===== src/rtl/mpr_pkg.sv =====
`default_nettype none
package mpr_pkg;

	typedef enum logic [1:0] {
		CMD_WRITE  = 2'd0,
		CMD_COUNT  = 2'd1,
		CMD_QUERY  = 2'd2,
		CMD_SEARCH = 2'd3
	} cmd_t;

	typedef enum logic [1:0] {
		ST_IDLE = 2'b01,
		ST_SCAN = 2'b10
	} state_t;

	localparam int IDX_W = 7;
	localparam int NUM_W = 6;

	typedef struct packed {
		logic             done;
		logic             found;
		logic [NUM_W-1:0] entry_number;
	} result_t;

endpackage
`default_nettype wire


===== src/rtl/mpr_seq.sv =====
`default_nettype none
// Command decode, query key and count registers, and the search scan.
module mpr_seq #(
	parameter int MAX_ENTRIES = 64,
	parameter int MAX_KEYS    = 4,
	parameter int HB          = 32,
	parameter int RW          = 6
) (
	input  wire logic                           clk,
	input  wire logic                           arst_n,
	input  wire logic                           start,
	output      logic                           busy,
	input  wire logic [1:0]                     command,
	input  wire logic [5:0]                     entry_index,
	input  wire logic [1:0]                     dimension,
	input  wire logic [5:0]                     prefix_length,
	input  wire logic [31:0]                    hash_value,
	input  wire logic [6:0]                     entry_count,
	input  wire logic                           cfg_we,
	input  wire logic [2:0]                     cfg_wdata,
	output      logic                           wr_en,
	output      logic [RW-1:0]                  wr_row,
	output      logic [MAX_KEYS-1:0]            wr_lanes,
	output      logic [2*HB-1:0]                wr_word,
	output      logic                           rd_en,
	output      logic [RW-1:0]                  rd_row,
	input  wire logic [MAX_KEYS-1:0][2*HB-1:0]  rd_data,
	output      mpr_pkg::result_t               res
);

	mpr_pkg::state_t              state_q;
	mpr_pkg::cmd_t                cmd;
	mpr_pkg::result_t             res_q;
	logic [2:0]                   num_keys_q;
	logic [mpr_pkg::IDX_W-1:0]    live_q;
	logic [mpr_pkg::IDX_W-1:0]    idx_s1;
	logic [HB-1:0]                qkey_q [MAX_KEYS];
	logic [HB-1:0]                hash_in;
	logic [HB-1:0]                mask_in;
	logic [mpr_pkg::IDX_W-1:0]    live_sat;
	logic                         accept;
	logic                         dim_ok;
	logic                         hit;
	logic [MAX_KEYS-1:0]          lane_ok;

	always_comb begin
		cmd     = mpr_pkg::cmd_t'(command);
		accept  = start && (state_q == mpr_pkg::ST_IDLE);
		hash_in = HB'(hash_value);
		// shift by HB or more leaves zero, so long prefixes compare full width
		mask_in = ~({HB{1'b1}} >> prefix_length);
		dim_ok  = 32'(dimension) < 32'(MAX_KEYS);
		live_sat = (32'(entry_count) > 32'(MAX_ENTRIES)) ?
			mpr_pkg::IDX_W'(MAX_ENTRIES) : entry_count;

		for (int l = 0; l < MAX_KEYS; l++) begin
			wr_lanes[l] = (32'(dimension) == l);
		end
		wr_en   = accept && (cmd == mpr_pkg::CMD_WRITE) && dim_ok &&
			(32'(entry_index) < 32'(MAX_ENTRIES));
		wr_row  = RW'(entry_index);
		wr_word = {mask_in, hash_in & mask_in};

		// prefetch the next row each scan cycle; reads past the live range are dropped
		if (state_q == mpr_pkg::ST_SCAN) begin
			rd_en  = 1'b1;
			rd_row = RW'(idx_s1 + 7'd1);
		end else begin
			rd_en  = accept && (cmd == mpr_pkg::CMD_SEARCH) && (live_q != '0);
			rd_row = '0;
		end

		for (int l = 0; l < MAX_KEYS; l++) begin
			lane_ok[l] = (32'(l) >= 32'(num_keys_q)) ||
				((qkey_q[l] & rd_data[l][2*HB-1:HB]) == rd_data[l][HB-1:0]);
		end
		hit = &lane_ok;

		busy = (state_q == mpr_pkg::ST_SCAN);
		res  = res_q;
	end

	always_ff @(posedge clk or negedge arst_n) begin
		if (!arst_n) begin
			num_keys_q <= 3'd1;
		end else if (cfg_we) begin
			num_keys_q <= cfg_wdata;
		end
	end

	always_ff @(posedge clk or negedge arst_n) begin
		if (!arst_n) begin
			state_q <= mpr_pkg::ST_IDLE;
			res_q   <= '0;
			live_q  <= '0;
			idx_s1  <= '0;
			for (int l = 0; l < MAX_KEYS; l++) begin
				qkey_q[l] <= '0;
			end
		end else begin
			res_q.done <= 1'b0;
			unique case (state_q)
				mpr_pkg::ST_IDLE: begin
					if (start) begin
						res_q.found        <= 1'b0;
						res_q.entry_number <= '0;
						unique case (cmd)
							mpr_pkg::CMD_WRITE: begin
								res_q.done <= 1'b1;
							end
							mpr_pkg::CMD_COUNT: begin
								live_q     <= live_sat;
								res_q.done <= 1'b1;
							end
							mpr_pkg::CMD_QUERY: begin
								for (int l = 0; l < MAX_KEYS; l++) begin
									if (wr_lanes[l]) begin
										qkey_q[l] <= hash_in;
									end
								end
								res_q.done <= 1'b1;
							end
							mpr_pkg::CMD_SEARCH: begin
								if (live_q == '0) begin
									res_q.done <= 1'b1;
								end else begin
									idx_s1  <= '0;
									state_q <= mpr_pkg::ST_SCAN;
								end
							end
							default: begin
								res_q.done <= 1'b1;
							end
						endcase
					end
				end
				mpr_pkg::ST_SCAN: begin
					priority if (hit) begin
						res_q.done         <= 1'b1;
						res_q.found        <= 1'b1;
						res_q.entry_number <= idx_s1[mpr_pkg::NUM_W-1:0];
						state_q            <= mpr_pkg::ST_IDLE;
					end else if ((idx_s1 + 7'd1) == live_q) begin
						res_q.done <= 1'b1;
						state_q    <= mpr_pkg::ST_IDLE;
					end else begin
						idx_s1 <= idx_s1 + 7'd1;
					end
				end
				default: begin
					state_q <= mpr_pkg::ST_IDLE;
				end
			endcase
		end
	end

endmodule
`default_nettype wire

===== config.mk =====
export PLATFORM = sky130hd
export DESIGN_NAME = mpr_seq
export DESIGN_NICKNAME = d
export VERILOG_FILES = /design/src/rtl/mpr_pkg.sv /design/src/rtl/mpr_seq.sv
export SDC_FILE = /design/constraint.sdc
export NUM_CORES = 1
export LEC_CHECK = 0
export BUFFER_PORTS_ARGS = -buffer_cell sky130_fd_sc_hd__clkbuf_2
export CELL_PAD_IN_SITES_DETAIL_PLACEMENT = 0
export CELL_PAD_IN_SITES_GLOBAL_PLACEMENT = 1
export CORE_MARGIN = 3
export CORE_UTILIZATION = 30
export DETAILED_ROUTE_END_ITERATION = 12
export PLACE_DENSITY_LB_ADDON = 0.3
export SYNTH_ARGS = -nofsm -noshare
export SYNTH_HDL_FRONTEND = slang
export SYNTH_SLANG_ARGS = --single-unit

===== constraint.sdc =====
create_clock -name clk -period 3.9 [get_ports clk]
set_clock_uncertainty 0.05 [all_clocks]
set_input_delay 0.195 -clock clk [delete_from_list [all_inputs] [get_ports clk]]
set_output_delay 0.195 -clock clk [all_outputs]
set_load 0.03 [all_outputs]

==> metrics, run 1 <==
Setup WS pre-CTS 799 ps; cts repair resizes 0; endpoints failing hold 0; Final Cycle Share 80.0%; slowest cell on the critical path nor4_1; final setup vio count 0; drt via density 5.18; HP Class primary input to flop; grt met1 use 28.0%; CTS max path bufs 2; post-route antenna net violation count 0; post-synth top area share 41.8%; Layout Cells excl Fill 1701; crit-path cells a21o_1 -> a211oi_1 -> nand4_1 -> nor4_1 -> o2111ai_1 -> nand3_2 -> a21oi_1 -> o22ai_1; fill count 3043; setup TNS 0 ps; Final min period 3120 ps; critical path endpoint category flop; CTS tree built; placed cells 1656; Worst-Skew Late Latency 420 ps; DRC violations left 0; Root Buffer clkbuf_16; part of the Yosys area used for sequential elements 42.4%; Peak supply drop 0.230 mV; Cell Area, Synth 0.00915 sq mm; Leakage 6.36 nW; total number of vias 8818; clock edge transition at the registers on the reported setup and hold paths 80 ps; syn_nets 1216; DR iter-0 viols 438; GRT busiest layer met2; critical path class flop to flop; met2 usage 37.1%; Layout area overhead 34.5%; hold_ws 23.6 ps; crit path DAT 3410 ps; Slew @ Worst Pin 873 ps; routability cong. 0.846; core area 0.0299 sq mm; Port Buffer Count 396; layout cells sized above 1 44.2%; Die W 181 microns; post-synth top area cell dfrtp_1; number of global-route vias before repair 8742; total CTS buffers 17; die area 0.0326 sq mm; Max Fanout on Critical Path 15; DP HPWL 29400 microns; Core Rows 63; Peak Freq 321 MHz; crit start category flop; Final WS setup 780 ps; NumNets Final 1618; met3 Usage GRT 5.23%; ratio of total power to cell area 529 mW/mm^2; first-pass GRT wire length 53700 microns; YS warnings 0; htree depth 4; clock sink total 155; synthesis-stage register bit count 155; CP max stage delay 870 ps; largest net degree at the start of global routing 89; final slew viol count 0; Power, Total 6.52 mW; max-cap viol count 0; slew margin rel. 41.2%; Initial Util 30.6%; Pre-antenna DRT Iters 4; Worst EP required 4190 ps; total grt overflow 0; initial antenna violation count 4; Total GRT Usage 21.8%; Synth Area per Inst 10.2 sq um; I/O pin total 409; post-synthesis cell type count 47; status finished, final reports clean; ys async rst share 100%; WL final 36600 microns; Post-synth EDFFs 0; main area contributors after synthesis dfrtp_1 42%, mux2_2 16%, and3_1 4.4%; synthesized instance count 895; DIE HEIGHT 181 microns; top_reg_cell synth dfrtp_1; RSZ-0062 raised after global routing no; DR WL/cell 21.5 microns
-- layout by cell type, fill, tap and decap left out, types with 6 or more instances in the layout --
master and count:
inv_1 15, a211oi_1 32, and3_1 64, xnor2_1 6, clkbuf_16 17, a21oi_1 70
nand3_1 55, nand4_1 16, clkbuf_2 395, dfrtp_1 153, xor2_1 6, a21o_1 34
and3b_1 32, nand2_1 41, o211ai_1 10, nor2_1 22, mux2_2 130, o22a_1 32
o21ai_0 23, and2_1 35, a21boi_0 32, nor2b_1 7, nand2b_1 6, dlygate4sd3_1 12
-- synthesized netlist by cell type (4+ instances only) --
cell      instances
xnor2_1           6
nand2b_1          6
nand4_1          16
a21oi_1          70
and3b_1          32
nor4_1            4
dfrtp_1         153
nand3_1          55
buf_4             7
inv_1            15
or3_1             4
mux2_2          130
and3_1           64
nor2_1           23
xor2_1            6
o21ai_0          23
nor3_1            5
o211ai_1         10
and2_1           35
buf_2             5
nor2b_1           7
a211oi_1         32
a21o_1           34
nand2_1          41
a21boi_0         32
o22a_1           32
clkbuf_1         14
-- layout make-up --
class	count	area [sq um]	share of cell area, %
Tap cell	390	488	3.96
Antenna cell	1	2.50	0.0203
Inverter	15	56.3	0.457
Clock buffer	17	425	3.46
Clock inverter	15	199	1.62
Sequential cell	155	3880	31.5
Multi-Input combinational cell	694	5070	41.2
Timing Repair Buffer	414	2190	17.8
-- power breakdown --
group	switching [mW]	internal, mW	total, mW
Combinational	0.818	1.01	1.82
Sequential	0.581	2.30	2.88
Clock	0.773	1.04	1.81
Total	2.17	4.35	6.52
-- flip-flops by register name, summed over array words and instances (netlist names) --
name,flops
idx_s1,7
state_q,2
live_q,7
num_keys_q,3
qkey_q,128
res,8
-- routing by layer --
metal / up-vias / share of wire [%]
met4: 0 / 1.8
li1: 4183 / -
met5: - / 0
met1: 4301 / 43
met2: 298 / 49
met3: 36 / 6.5
-- stage by stage --
stage | cell area [sq um] | utilization [%]
2_1_floorplan | 9150 | -
3_5_place_dp | 11600 | 38.7
5_1_grt | 12300 | 41.2
6_report | 12300 | 41.2
4_1_cts | 12300 | 41.2
3_3_place_gp | 11600 | 38.7
-- worst paths after layout --
path,from,end,slack [ps],depth (start not counted)
max reg2reg,qkey_q[43],idx_s1[1],780,8
max,qkey_q[43],idx_s1[1],780,8
max in group asynchronous,arst_n,qkey_q[115],2610,3
min in group asynchronous,arst_n,res[7],270,2
min,entry_count[6],live_q[6],20,2
min reg2reg,state_q[0],state_q[0],460,1
-- cell families (layout without fill, tap and decap cells) --
family	after synthesis	in the layout	share of synthesized area, %
AND/OR/NAND/NOR	302	302	19.2
AO/OA/AOI/OAI	246	246	18.3
flip-flops	155	155	42.4
multiplexers	131	131	16.1
buffers and inverters	46	461	2.41
XOR/XNOR	12	12	1.15
adder cells (fa/ha/maj)	3	3	0.410
other	0	1	0
-- timing repair --
action,4_1_cts,5_1_grt
setup endpoints to repair,0,0
hold buffers,12,0
buffers inserted,0,0
endpoints found under the hold margin,75,0
-- worst max-delay path: cells and delay by family (launching register included) --
| kind | cells | cell delay [ps] |
|---|---|---|
| compound gates | 5 | 1030 |
| flops | 1 | 400 |
| simple gates | 3 | 1540 |
Note: power is estimated with default switching activity, not from simulation.
==> inputs of run 2 (changes only) <==
Settings changed: ABC_AREA set to 1, CORE_UTILIZATION 30 to 29.
Clock period 3.9 ns to 2.8 ns, I/O delays scaled along.
==> run 2 against run 1 <==
Clock-buffer cell count rose by 2. Worst hold slack improved by 14 ps. Worst setup slack got worse by 400 ps. Non-clock buffer count rose by 11. Synthesized cell count rose by 58%. Die area rose by 6.7%. Combinational power rose by 50%. Cell count rose by 34%. Utilization fell by 1.5 points. Sequential cell count did not move. Design area rose by 2.7%. Power rose by 38%. Critical path type unchanged.
==> metrics, run 2 <==
critical path class flop to flop; Core Rows 65; I/O pin total 409; status finished, final reports clean; ys async rst share 100%; DR iter-0 viols 559; syn_nets 1739; top_reg_cell synth dfrtp_1; Pre-antenna DRT Iters 5; Critical Path Sink live_q[0]; largest net degree at the start of global routing 83; YS warnings 0; DRC violations left 0; WL final 38500 microns; crit start category flop; Final Cycle Share 86.3%; post-route antenna net violation count 0; crit-path cells ha_1 -> nand2_1 -> inv_1 -> nand3_1 -> nor2_1 -> nand2_1 -> dlygate4sd3_1 -> nand2_1; max-cap viol count 0; reg2reg end live_q[0]; CTS max path bufs 2; R2R Path Start state_q[0]; number of global-route vias before repair 9851; cts repair resizes 0; Layout area overhead 33.8%; placed cells 2227; Peak Freq 414 MHz; layout cells sized above 1 25.2%; critical path endpoint category flop; Worst-Skew Late Latency 430 ps; Worst EP required 3120 ps; setup bufs post-CTS 0; Layout Cells excl Fill 2274; HP Class primary input to flop; post-cts hold buffer count 14; final slew viol count 0; Slew @ Worst Pin 627 ps; total CTS buffers 17; commonest cells after routing, fill and taps aside 548 x nand2_1, 395 x clkbuf_2, 158 x inv_1, 153 x dfrtp_1, 135 x nand3_1; Setup WS pre-CTS 500 ps; fill count 3456; R2R cell count 8; post-synthesis cell type count 37; crit path DAT 2740 ps; main area contributors after synthesis dfrtp_1 40%, nand2_1 22%, nand3_1 7.1%; total grt overflow 0; Initial Util 29.7%; first-pass GRT wire length 58100 microns; initial antenna violation count 0; CP max stage delay 560 ps; DIE HEIGHT 187 microns; RSZ-0062 raised after global routing no; synthesized instance count 1418; fin area 0.0126 sq mm; Leakage 7.01 nW; Port Buffer Count 396; total number of vias 10400; Reg with most FFs qkey_q; Die W 187 microns; slew margin rel. 58.2%; Total GRT Usage 21.8%; slowest cell on the critical path dlygate4sd3_1; hold_ws 37.7 ps; Finished Core Util 39.7%; Root Buffer clkbuf_16; Max Fanout on Critical Path 8; Power, Total 8.99 mW; DR WL/cell 16.9 microns; die area 0.0348 sq mm; most frequent cell after synthesis nand2_1; clock edge transition at the registers on the reported setup and hold paths 70 ps; max reg flops 128; Synth Area per Inst 6.67 sq um; final setup vio count 0; Area after DPL 0.0120 sq mm; DP HPWL 32200 microns; drt via density 4.57; NumNets Final 2146; routability cong. 0.847; Final min period 2420 ps; CTS tree built; cell mode on critical path nand2_1; Peak supply drop 0.383 mV; core area 0.0319 sq mm; Worst Hold Depth 3; setup TNS 0 ps; Final WS setup 384 ps; endpoints failing hold 0; clock sink total 155; post-synth top area cell dfrtp_1; Cell Area, Synth 0.00946 sq mm; Post-synth EDFFs 0; synthesis-stage register bit count 155; Post-synth top cells 551 x nand2_1, 158 x inv_1, 153 x dfrtp_1; htree depth 4; commonest non-fill, non-tap cell in the layout nand2_1; Critical Path Start state_q[0]; post-synth top area share 40.5%; R2R Setup Slk 380 ps; part of the Yosys area used for sequential elements 41.0%; ratio of total power to cell area 711 mW/mm^2
[run 2: metal layers]
metal	track usage (%)	up-vias	routed length [microns]
li1	-	5325	-
met1	27.2	4688	16400
met2	37.5	346	18600
met3	5.19	44	2570
met4	6.51	0	952
met5	0	-	0
[run 2: layout make-up]
| cell class | instances | area (sq um) | share of cell area, % |
|---|---|---|---|
| inverters | 164 | 616 | 4.87 |
| repair buffers | 425 | 2250 | 17.8 |
| multi-input cells | 1062 | 4800 | 37.9 |
| clock inverters | 13 | 109 | 0.861 |
| diodes | 1 | 2.50 | 0.0198 |
| flip-flops and latches | 155 | 3880 | 30.7 |
| well taps | 435 | 544 | 4.30 |
| clock buffers | 19 | 443 | 3.50 |
[run 2: cells by family (layout without fill, tap and decap cells)]
kind of cell	count (synthesis)	count (layout)	synth area share, %
AO/OA/AOI/OAI	175	175	9.50
XOR/XNOR	10	10	1.09
adder cells (fa/ha/maj)	3	3	0.397
buffers and inverters	201	621	8.28
flip-flops	155	155	41.0
other	0	1	0
AND/OR/NAND/NOR	874	874	39.7
[run 2: critical path: cells and delay by family, from the launching register on]
kind	cells	cell delay, ps
AND/OR/NAND/NOR	5	860
buffers and inverters	2	690
flip-flops	1	540
adder cells (fa/ha/maj)	1	230
[run 2: where the power goes]
group	internal [mW]	total (mW)	switching [mW]
clock network	1.18	2.21	1.03
logic	1.15	2.73	1.58
registers	3.20	4.05	0.850
[run 2: worst min path at each step]
stage              startpoint           to  slack, ps
2_1_floorplan          arst_n    idx_s1[0]       -210
3_3_place_gp           arst_n  qkey_q[101]          3
3_5_place_dp           arst_n  qkey_q[101]          7
4_1_cts        hash_value[29]   qkey_q[29]         30
5_1_grt        hash_value[29]   qkey_q[29]         40
6_report       hash_value[22]   qkey_q[22]         40
==> inputs of run 3 (changes only) <==
Settings changed: CORE_ASPECT_RATIO set to 0.7.
==> run 3 against run 2 <==
Clock power is 13% higher. Largest power group unchanged. Worst setup slack worse by 140 ps. Critical path type unchanged. Register-to-register slack worse by 140 ps. Cell count is 0.35% lower. Critical endpoint unchanged. Die area is 0.10% higher. Critical path depth is 1 higher. Wire length is 0.92% lower.
==> metrics, run 3 (synthesis results as in run 2) <==
multi-input logic area 0.00480 sq mm; Leakage 7.08 nW; Sequential Area 0.00388 sq mm; Pre-antenna DRT Iters 6; critical path endpoint category flop; max reg flops 128; DR iter-0 viols 705; drt via density 4.58; DP HPWL 31100 microns; number of global-route vias before repair 9810; endpoints failing hold 0; Die W 222 microns; fill count 3384; die area 0.0348 sq mm; crit-path cells ha_1 -> nand2_1 -> buf_4 -> inv_1 -> nand3_1 -> nor2_1 -> nand2_1 -> dlygate4sd3_1 -> nand2_1; crit-path leading delay family simple AND/OR/NAND/NOR gates; Worst EP required 3120 ps; Initial Util 29.9%; critical path class flop to flop; post-route antenna net violation count 0; routability cong. 0.847; slew margin rel. 54.1%; WL final 38100 microns; NumNets Final 2153; clock edge transition at the registers on the reported setup and hold paths 60 ps; Peak Freq 392 MHz; Max Fanout on Critical Path 8; crit path DAT 2870 ps; Finished Core Util 40.5%; largest net degree at the start of global routing 65; core area 0.0316 sq mm; CP max stage delay 560 ps; Worst-Skew Late Latency 440 ps; DIE HEIGHT 157 microns; slowest cell on the critical path dlygate4sd3_1; setup TNS 0 ps; total number of vias 10400; Port Buffer Count 396; CTS max path bufs 2; fin area 0.0128 sq mm; Total GRT Usage 21.7%; DR WL/cell 16.8 microns; I/O pin total 409; Area after DPL 0.0119 sq mm; cell mode on critical path nand2_1; Core Rows 54; clock sink total 155; initial antenna violation count 2; total CTS buffers 17; Reg with most FFs qkey_q; crit start category flop; Root Buffer clkbuf_16; HP Class primary input to flop; layout cells sized above 1 24.9%; RSZ-0062 raised after global routing no; final slew viol count 0; first-pass GRT wire length 57500 microns; Slew @ Worst Pin 689 ps; max-cap viol count 0; CTS tree built; final setup vio count 0; htree depth 4; setup bufs post-CTS 0; ratio of total power to cell area 723 mW/mm^2; cts repair resizes 0; commonest non-fill, non-tap cell in the layout nand2_1; status finished, final reports clean; WP buf/inv 3; Final Cycle Share 91.2%; Layout area overhead 35.3%; DRC violations left 0; Peak supply drop 0.336 mV; Final min period 2550 ps; Power, Total 9.25 mW; total grt overflow 0; commonest cells after routing, fill and taps aside 548 x nand2_1, 395 x clkbuf_2, 158 x inv_1, 153 x dfrtp_1, 135 x nand3_1
[run 3: what timing repair did]
| action | in CTS | in global routing |
|---|---|---|
| hold buffers | 24 | 0 |
| setup endpoints to repair | 0 | 0 |
| endpoints found under the hold margin | 67 | 0 |
[run 3: path summary, 6_finish.rpt]
check                               start    endpoint  slack [ps]  cells past startpoint
min                        hash_value[28]  qkey_q[28]          30                      3
max                            state_q[0]   live_q[0]         250                      9
min reg2reg                    state_q[0]  state_q[0]         420                      2
max in group asynchronous          arst_n  qkey_q[21]        1740                      3
max reg2reg                    state_q[0]   live_q[0]         250                      9
min in group asynchronous          arst_n      res[2]         150                      2
[run 3: area by class of cell]
cell class	count	area share (%)
Antenna cell	1	0.0196
Clock buffer	21	3.60
Clock inverter	11	1.31
Inverter	164	4.81
Multi-Input combinational cell	1062	37.5
Sequential cell	155	30.3
Tap cell	420	4.11
Timing Repair Buffer	432	18.3
[run 3: metal layers]
layer / vias up / track usage (%) / share of wire (%)
met4: 2 / 6.88 / 2.3
met5: - / 0 / 0.026
li1: 5329 / - / -
met1: 4713 / 28.1 / 45
met2: 295 / 35.9 / 46
met3: 42 / 5.52 / 6.2
[run 3: worst reg2reg max path, stage by stage, from the launching register on]
cell	delay [ps]
dfstp_2	540
ha_1	220
nand2_1	120
buf_4	170
inv_1	100
nand3_1	250
nor2_1	330
nand2_1	70
dlygate4sd3_1	560
nand2_1	60
[run 3: stage by stage]
stage               setup slack (ps)  instances  hold slack, ps
CTS                              305       2265            6.32
finish                           247       2266            28.6
detailed placement               540       2209            57.0
global placement                 566       2209            54.6
global route                    90.6       2266            17.5
floorplan                        812       1418            -206
[run 3: report_power, final]
group | internal [mW] | switching, mW
Sequential | 3.20 | 0.809
Clock | 1.54 | 0.962
Combinational | 1.16 | 1.58
